[src/sv/double_add_sub_macros.svh]
// assertion macros for the adder pipeline top module
// no dependencies
`ifndef DOUBLE_ADD_SUB_MACROS_SVH
`define DOUBLE_ADD_SUB_MACROS_SVH

// property holds on every clock edge outside reset
`define DAS_ASSERT(label, prop, msg) \
  label: assert property (@(posedge clk_i) disable iff (!rst_ni) (prop)) else $error(msg);

// implication, consequent checked in the next cycle
`define DAS_ASSERT_NEXT(label, ante, cons, msg) \
  label: assert property (@(posedge clk_i) disable iff (!rst_ni) (ante) |=> (cons)) \
    else $error(msg);

`endif

[src/sv/das_pkg.sv]
// types and constants for the binary64 add/subtract pipeline
// no dependencies
package das_pkg;

  localparam logic [10:0] ExpMax   = 11'h7ff;
  localparam logic [63:0] QnanBits = 64'h7ff8000000000000;

  // special-case result selected in the front stage
  typedef enum logic [1:0] {
    SP_NONE = 2'd0,
    SP_QNAN = 2'd1,
    SP_INF  = 2'd2
  } special_e;

  // aligned operands after swap and shift
  typedef struct packed {
    special_e    special;
    logic        sign;
    logic        eff_sub;
    logic        both_sign;
    logic [10:0] exp;
    logic [63:0] ma;
    logic [63:0] mb;
  } align_t;

  // raw sum before normalization
  typedef struct packed {
    special_e    special;
    logic        sign;
    logic        zero_sign;
    logic [11:0] exp;
    logic [63:0] r;
  } sum_t;

  // normalized value before rounding
  typedef struct packed {
    special_e    special;
    logic        sign;
    logic        zero_sign;
    logic        is_zero;
    logic [11:0] exp;
    logic [63:0] r;
  } norm_t;

endpackage

[src/sv/double_add_sub.sv]
// binary64 add/subtract, round to nearest even, subnormals kept, canonical nan
// stages in order: align, add, normalize, round
// throughput: one request per cycle; a full stage holds while its successor is stalled
// reset: valid bits of all four stages clear asynchronously; payload registers are not reset
// depends on das_pkg, das_align, das_norm, das_round and double_add_sub_macros.svh
`include "double_add_sub_macros.svh"
module double_add_sub (
  input  logic        clk_i,
  input  logic        rst_ni,
  input  logic        valid_i,
  output logic        ready_o,
  input  logic        action_i,
  input  logic [63:0] operand_a_i,
  input  logic [63:0] operand_b_i,
  output logic        valid_o,
  input  logic        ready_i,
  output logic [63:0] sum_bits_o
);
  import das_pkg::*;

  logic        v1_q, v2_q, v3_q, v4_q;
  logic        en1, en2, en3, en4;
  align_t      align_d, align_q;
  sum_t        sum_d, sum_q;
  norm_t       norm_d, norm_q;
  logic [63:0] res_d, res_q;

  // each stage advances when its successor is empty or moving
  assign en4 = !v4_q || ready_i;
  assign en3 = !v3_q || en4;
  assign en2 = !v2_q || en3;
  assign en1 = !v1_q || en2;
  assign ready_o = en1;

  das_align u_align (
    .action_i   (action_i),
    .operand_a_i(operand_a_i),
    .operand_b_i(operand_b_i),
    .align_o    (align_d)
  );

  always_comb begin
    sum_d.special   = align_q.special;
    sum_d.sign      = align_q.sign;
    sum_d.zero_sign = align_q.eff_sub ? 1'b0 : align_q.both_sign;
    sum_d.exp       = {1'b0, align_q.exp};
    sum_d.r         = align_q.eff_sub ? align_q.ma - align_q.mb : align_q.ma + align_q.mb;
  end

  das_norm u_norm (
    .sum_i (sum_q),
    .norm_o(norm_d)
  );

  das_round u_round (
    .norm_i    (norm_q),
    .sum_bits_o(res_d)
  );

  always_ff @(posedge clk_i or negedge rst_ni) begin
    if (!rst_ni) begin
      v1_q <= 1'b0;
      v2_q <= 1'b0;
      v3_q <= 1'b0;
      v4_q <= 1'b0;
    end else begin
      if (en1) v1_q <= valid_i;
      if (en2) v2_q <= v1_q;
      if (en3) v3_q <= v2_q;
      if (en4) v4_q <= v3_q;
    end
  end

  always_ff @(posedge clk_i) begin
    if (en1 && valid_i) align_q <= align_d;
    if (en2 && v1_q)    sum_q   <= sum_d;
    if (en3 && v2_q)    norm_q  <= norm_d;
    if (en4 && v3_q)    res_q   <= res_d;
  end

  assign valid_o    = v4_q;
  assign sum_bits_o = res_q;

  `DAS_ASSERT(a_stall_hold, (v4_q && !ready_i) |=> (v4_q && $stable(res_q)), "result lost on stall")
  `DAS_ASSERT_NEXT(a_ready_when_drained, !v1_q && !v2_q && !v3_q && !v4_q, ready_o, "empty pipe not ready")
  `DAS_ASSERT_NEXT(a_advance, v3_q && ready_i, v4_q, "stage three request dropped")
endmodule

[src/sv/das_align.sv]
// front stage logic: classify, order by magnitude, align the smaller operand
// depends on das_pkg
module das_align (
  input  logic                   action_i,
  input  logic [63:0]            operand_a_i,
  input  logic [63:0]            operand_b_i,
  output das_pkg::align_t        align_o
);
  import das_pkg::*;

  logic        sa, sb, s_hi, s_lo;
  logic [10:0] ea, eb, ea1, eb1, e_hi, e_lo, d;
  logic [51:0] fa, fb;
  logic [63:0] ma, mb, m_hi, m_lo, sh, lost_mask;
  logic        nan_a, nan_b, inf_a, inf_b, swap;

  always_comb begin
    sa = operand_a_i[63];
    sb = operand_b_i[63] ^ action_i;
    ea = operand_a_i[62:52];
    eb = operand_b_i[62:52];
    fa = operand_a_i[51:0];
    fb = operand_b_i[51:0];
    nan_a = (ea == ExpMax) && (fa != '0);
    nan_b = (eb == ExpMax) && (fb != '0);
    inf_a = (ea == ExpMax) && (fa == '0);
    inf_b = (eb == ExpMax) && (fb == '0);
    ma = {1'b0, (ea != '0), fa, 10'd0};
    mb = {1'b0, (eb != '0), fb, 10'd0};
    ea1 = (ea == '0) ? 11'd1 : ea;
    eb1 = (eb == '0) ? 11'd1 : eb;
    swap = (eb1 > ea1) || ((eb1 == ea1) && (mb > ma));
    m_hi = swap ? mb : ma;
    m_lo = swap ? ma : mb;
    s_hi = swap ? sb : sa;
    s_lo = swap ? sa : sb;
    e_hi = swap ? eb1 : ea1;
    e_lo = swap ? ea1 : eb1;
    d = e_hi - e_lo;
    lost_mask = '0;
    if (d >= 11'd63) begin
      sh = {63'd0, (m_lo != '0)};
    end else begin
      lost_mask = ~(64'hffffffffffffffff << d[5:0]);
      sh = (m_lo >> d[5:0]) | {63'd0, ((m_lo & lost_mask) != '0)};
    end

    align_o.ma        = m_hi;
    align_o.mb        = sh;
    align_o.sign      = s_hi;
    align_o.eff_sub   = s_hi ^ s_lo;
    align_o.both_sign = sa;
    align_o.exp       = e_hi;
    if (nan_a || nan_b || (inf_a && inf_b && (sa != sb))) begin
      align_o.special = SP_QNAN;
    end else if (inf_a || inf_b) begin
      align_o.special = SP_INF;
      align_o.sign    = inf_a ? sa : sb;
    end else begin
      align_o.special = SP_NONE;
    end
  end
endmodule

[src/sv/das_norm.sv]
// normalization stage logic: leading-one shift bounded by the exponent
// depends on das_pkg
module das_norm (
  input  das_pkg::sum_t  sum_i,
  output das_pkg::norm_t norm_o
);
  import das_pkg::*;

  logic [63:0] r1;
  logic [11:0] e1;
  logic [5:0]  lz;
  logic [11:0] sh;
  logic        found;

  always_comb begin
    r1 = sum_i.r;
    e1 = sum_i.exp;
    if (sum_i.r[63]) begin
      r1 = {1'b0, sum_i.r[63:2], sum_i.r[1] | sum_i.r[0]};
      e1 = sum_i.exp + 12'd1;
    end
    // count zeros above the leading one, counting from bit 62
    lz = 6'd62;
    found = 1'b0;
    for (int i = 62; i >= 0; i--) begin
      if (!found && r1[i]) begin
        lz = 6'(62 - i);
        found = 1'b1;
      end
    end
    sh = (e1 - 12'd1 < {6'd0, lz}) ? e1 - 12'd1 : {6'd0, lz};
    norm_o.r         = r1 << sh[5:0];
    norm_o.exp       = e1 - sh;
    norm_o.special   = sum_i.special;
    norm_o.sign      = sum_i.sign;
    norm_o.zero_sign = sum_i.zero_sign;
    norm_o.is_zero   = (sum_i.r == '0);
  end
endmodule

[src/sv/das_round.sv]
// rounding and packing stage logic: nearest even, overflow to infinity
// depends on das_pkg
module das_round (
  input  das_pkg::norm_t norm_i,
  output logic [63:0]    sum_bits_o
);
  import das_pkg::*;

  logic [53:0] mant;
  logic [9:0]  rem;
  logic [11:0] e;
  logic        up;

  always_comb begin
    mant = {1'b0, norm_i.r[62:10]};
    rem  = norm_i.r[9:0];
    e    = norm_i.exp;
    up   = (rem > 10'h200) || ((rem == 10'h200) && mant[0]);
    mant = mant + {53'd0, up};
    if (mant[53]) begin
      mant = mant >> 1;
      e    = e + 12'd1;
    end
    unique case (norm_i.special)
      SP_QNAN: sum_bits_o = QnanBits;
      SP_INF:  sum_bits_o = {norm_i.sign, ExpMax, 52'd0};
      default: begin
        if (norm_i.is_zero) begin
          sum_bits_o = {norm_i.zero_sign, 63'd0};
        end else if (e >= {1'b0, ExpMax}) begin
          sum_bits_o = {norm_i.sign, ExpMax, 52'd0};
        end else begin
          sum_bits_o = {norm_i.sign, (mant[52] ? e[10:0] : 11'd0), mant[51:0]};
        end
      end
    endcase
  end
endmodule

[config.mk]
export PLATFORM = sky130hd
export DESIGN_NAME = double_add_sub
export DESIGN_NICKNAME = d
export VERILOG_FILES = /design/src/sv/das_pkg.sv /design/src/sv/double_add_sub.sv /design/src/sv/das_align.sv /design/src/sv/das_norm.sv /design/src/sv/das_round.sv
export VERILOG_INCLUDE_DIRS = /design/src /design/src/sv
export SDC_FILE = /design/constraint.sdc
export NUM_CORES = 2
export LEC_CHECK = 0
export BUFFER_PORTS_ARGS = -buffer_cell sky130_fd_sc_hd__buf_2
export CAP_MARGIN = 25
export CORE_MARGIN = 2
export CORE_UTILIZATION = 35
export DETAILED_ROUTE_END_ITERATION = 8
export MAX_ROUTING_LAYER = met4
export PLACE_DENSITY_LB_ADDON = 0.1
export SLEW_MARGIN = 20
export SYNTH_ARGS = -nofsm -noshare
export SYNTH_HDL_FRONTEND = slang
export SYNTH_SLANG_ARGS = --single-unit
[constraint.sdc]
create_clock -name clk_i -period 8.5 [get_ports clk_i]
set_clock_uncertainty 0.15 [all_clocks]
set_input_delay 0 -clock clk_i [delete_from_list [all_inputs] [get_ports clk_i]]
set_output_delay 0 -clock clk_i [all_outputs]
set_load 0.01 [all_outputs]
==> metrics.csv <==
stage,metric,value,unit
yosys,avgSynthCellArea,8.901,µm²
final_layout,final_nets,4203,
placement,portBuffers,198,
timing,rsz0062_at_grt,no,
final_layout,stdcell_area,38110,µm²
drt,ant_nets,0,
flow_run,maxCapViolations,0,
timing,hold_viol_final,0,
critical_path,crit_family,compound AO/OA/AOI/OAI gates,
cts,cts_root_buffer,clkbuf_16,
timing,tightest_slew,1.015,ns
cts,cts_tree,yes,
yosys,syn_inst,3687,
timing,relSlewSlack,32.10,%
power,leakage,14.63,nW
timing,fmax,135.6,MHz
power,ir_drop,0.1426,mV
placement,dp_cells,5007,
drt,vias,30320,
grt,overflow,0,
yosys,ys_types,106,
cts,cts_sinks,359,
critical_path,crit_path_end_kind,flip-flop,
critical_path,path_depth,21,
yosys,synthArstFlopShare,1.114,%
drt,via_per_inst,5.795,
floorplan,ios,199,
final_layout,final_core_util,40.90,%
timing,post-route-min-period,7.377,ns
grt,grt_max_degree,69,
placement,gp_congestion,0.9685,
min_path,hold_depth,3,
critical_path,crit_chain,"buf_8, buf_4, inv_2, nand2_1, and3_1, nand4_1, nor2_1, a2111oi_0, nand3_1, ha_1, a211o_1, or4_1, o21ai_1, buf_4, mux2i_4, buf_12, mux2i_1, o2bb2ai_1, mux2_2, a222oi_1, a211oi_1",
yosys,synth_edf_count,355,
power,power_density,254.7,nW/µm²
critical_path,start_kind,flip-flop,
min_path,hp-class,input pin to flip-flop,
cts,cts_max_level,2,
critical_path,reg2reg_from,sum_q[63]$_DFFE_PP_,
drt,dr.pass1.iters,7,
cts,postCtsSetupRepairBufs,0,
drt,drc,0,
final_layout,drive_above_1_share,12.87,%
grt,antenna_found_initial,5,
final_layout,layout_commonest_cell,edfxtp_1,
yosys,yosysWarnings,0,
floorplan,die_area,96230,µm²
timing,finalMaxSlewViolations,0,
critical_path,path_class,flip-flop to flip-flop,
floorplan,dieHeight,310.2,µm
critical_path,critPathMostFrequentCell,buf_4,
floorplan,row_count,112,
final_layout,syn_to_final_growth,16.13,%
status,run_status,finished clean,
timing,setup_viol,0,
cts,clock_latency,0.60,ns
drt,wl_per_cell,24.85,µm
yosys,netlist_area,32820,µm²
cts,clkTransAtPathRegs,0.06,ns
critical_path,cp_data_arrival_time,7.54,ns
critical_path,cp_num_buf_inv,5,
timing,fin_crit_sh,86.79,%
min_path,min_from,action_i,
final_layout,layout_common_cells,"edfxtp_1, nor2_1, nand2_1",
timing,setup_tns,0,ns
cts,numCtsBuffers,43,
critical_path,crit_path_max_incr_delay,0.58,ns
floorplan,coreArea,93190,µm²
critical_path,cpMaxStageDelayCell,edfxtp_1,
yosys,synth_flop_cell,edfxtp_1,
cts,clk_path_buf_depth,3,
floorplan,initial_core_util,35.22,%
critical_path,worstPathMaxFanout,64,
grt,first_global_vias,29510,
floorplan,die_x,310.2,µm
final_layout,instances_no_fill,5232,
critical_path,reg2reg_depth,21,
placement,hpwl,104600,µm
grt,grt_pass1_wl,192400,µm
drt,wl,130000,µm
grt,grt.total_usage,27.37,%
placement,place_area,35270,µm²
drt,drt_iter0_markers,2347,
yosys,synth_seq_cells,359,
final_layout,fillers,9392,
yosys,seq_area_frac_synth,32.79,%
critical_path,crit_required,8.66,ns
yosys,synthesis.nets,3955,
critical_path,startpoint,sum_q[63]$_DFFE_PP_,
==> where the power goes <==
group | leakage, nW | switching, mW | internal [mW]
Clock | 0.674 | 0.799 | 1.08
Sequential | 3.53 | 0.489 | 2.49
Combinational | 10.4 | 3.01 | 1.83
==> cells by family after synthesis <==
family | count (synthesis) | share of synthesized area [%]
flops | 359 | 32.79
other cells | 1 | 0.01143
simple gates | 1250 | 18.52
mux | 373 | 13.20
compound gates | 989 | 19.93
buf+inv | 368 | 4.621
xor+xnor | 209 | 5.669
fa+ha+maj | 138 | 5.261
==> timing repair <==
action	4_1_cts	5_1_grt
gates resized for setup	0	0
endpoints found under the setup margin	0	0
hold endpoints to repair	100	0
hold buffers	135	0
==> state kept, by name, summed over array words and instances, names as in the netlist <==
| register | count |
|---|---|
| sum_bits_o | 64 |
| v3_q | 1 |
| v1_q | 1 |
| norm_q | 80 |
| v2_q | 1 |
| sum_q | 79 |
| valid_o | 1 |
| align_q | 132 |
==> per-layer routing <==
layer  vias to the layer above  wire length, µm  track usage, %  share of wire, %
li1                      14500                -               -                 -
met1                     14560            53230           32.19                41
met2                       970            62290           45.51                48
met3                       291             5840           3.058               4.5
met4                         0             8649           15.56               6.7
met5                         -                0               -                 0
==> stage by stage <==
step	hold WS [ns]	setup slack, ns	power [mW]
final	0.01748	1.123	9.707
after global routing	0.04583	0.5827	10.24
after CTS	0.04179	0.9714	9.704
after detailed placement	-0.3334	0.9664	7.694
after global placement	-0.3363	1.007	7.738
after floorplan	-0.4456	1.996	5.983
==> worst paths after layout <==
check	endpoint	slack (ns)
max in group asynchronous	v2_q$_DFFE_PN0P_	7.86
hold reg to reg	sum_q[74]$_DFFE_PP_	0.24
hold / removal	align_q[140]$_DFFE_PP_	0.02
setup reg to reg	norm_q[60]$_DFFE_PP_	1.12
min in group asynchronous	valid_o$_DFFE_PN0P_	0.16
setup / recovery	norm_q[60]$_DFFE_PP_	1.12
==> worst reg2reg max path: stages, from the launching register on <==
cell	delay [ns]
edfxtp_1	0.58
buf_8	0.25
buf_4	0.27
inv_2	0.28
nand2_1	0.12
and3_1	0.22
nand4_1	0.28
nor2_1	0.10
a2111oi_0	0.56
nand3_1	0.35
ha_1	0.39
a211o_1	0.32
or4_1	0.42
o21ai_1	0.13
buf_4	0.23
mux2i_4	0.28
buf_12	0.31
mux2i_1	0.47
o2bb2ai_1	0.30
mux2_2	0.35
a222oi_1	0.58
a211oi_1	0.17
==> cells in the mapped netlist, types with 33 or more instances <==
| master | count | share of area [%] |
|---|---|---|
| a211oi_1 | 82 | 1.9 |
| a21o_1 | 35 | 0.80 |
| a21oi_1 | 266 | 4.1 |
| a31oi_1 | 38 | 0.72 |
| and2_1 | 37 | 0.71 |
| and3_1 | 43 | 0.82 |
| buf_1 | 33 | 0.38 |
| buf_2 | 46 | 0.70 |
| clkbuf_1 | 128 | 1.5 |
| edfxtp_1 | 355 | 32 |
| ha_1 | 134 | 5.1 |
| inv_1 | 142 | 1.6 |
| mux2_2 | 42 | 1.4 |
| mux2i_1 | 286 | 8.7 |
| mux4_2 | 43 | 3.0 |
| nand2_1 | 314 | 3.6 |
| nand2b_1 | 41 | 0.78 |
| nand3_1 | 125 | 1.9 |
| nand4_1 | 61 | 1.2 |
| nor2_1 | 338 | 3.9 |
| nor2b_1 | 33 | 0.63 |
| nor3_1 | 100 | 1.5 |
| nor4_1 | 55 | 1.0 |
| o211ai_1 | 58 | 1.3 |
| o21ai_0 | 198 | 3.0 |
| xnor2_1 | 130 | 3.5 |
| xor2_1 | 75 | 2.0 |
==> cell type report <==
cell class	count	area (µm²)	share of cell area, %
multi-input combinational	2960	20690	54.30
sequential	359	10760	28.23
timing repair buffer	424	3074	8.066
tap	1254	1569	4.117
clock buffer	51	1127	2.958
inverter	147	554.3	1.454
clock inverter	28	310.3	0.8142
antenna	9	22.52	0.05909
Note: power is estimated with default switching activity, not from simulation.
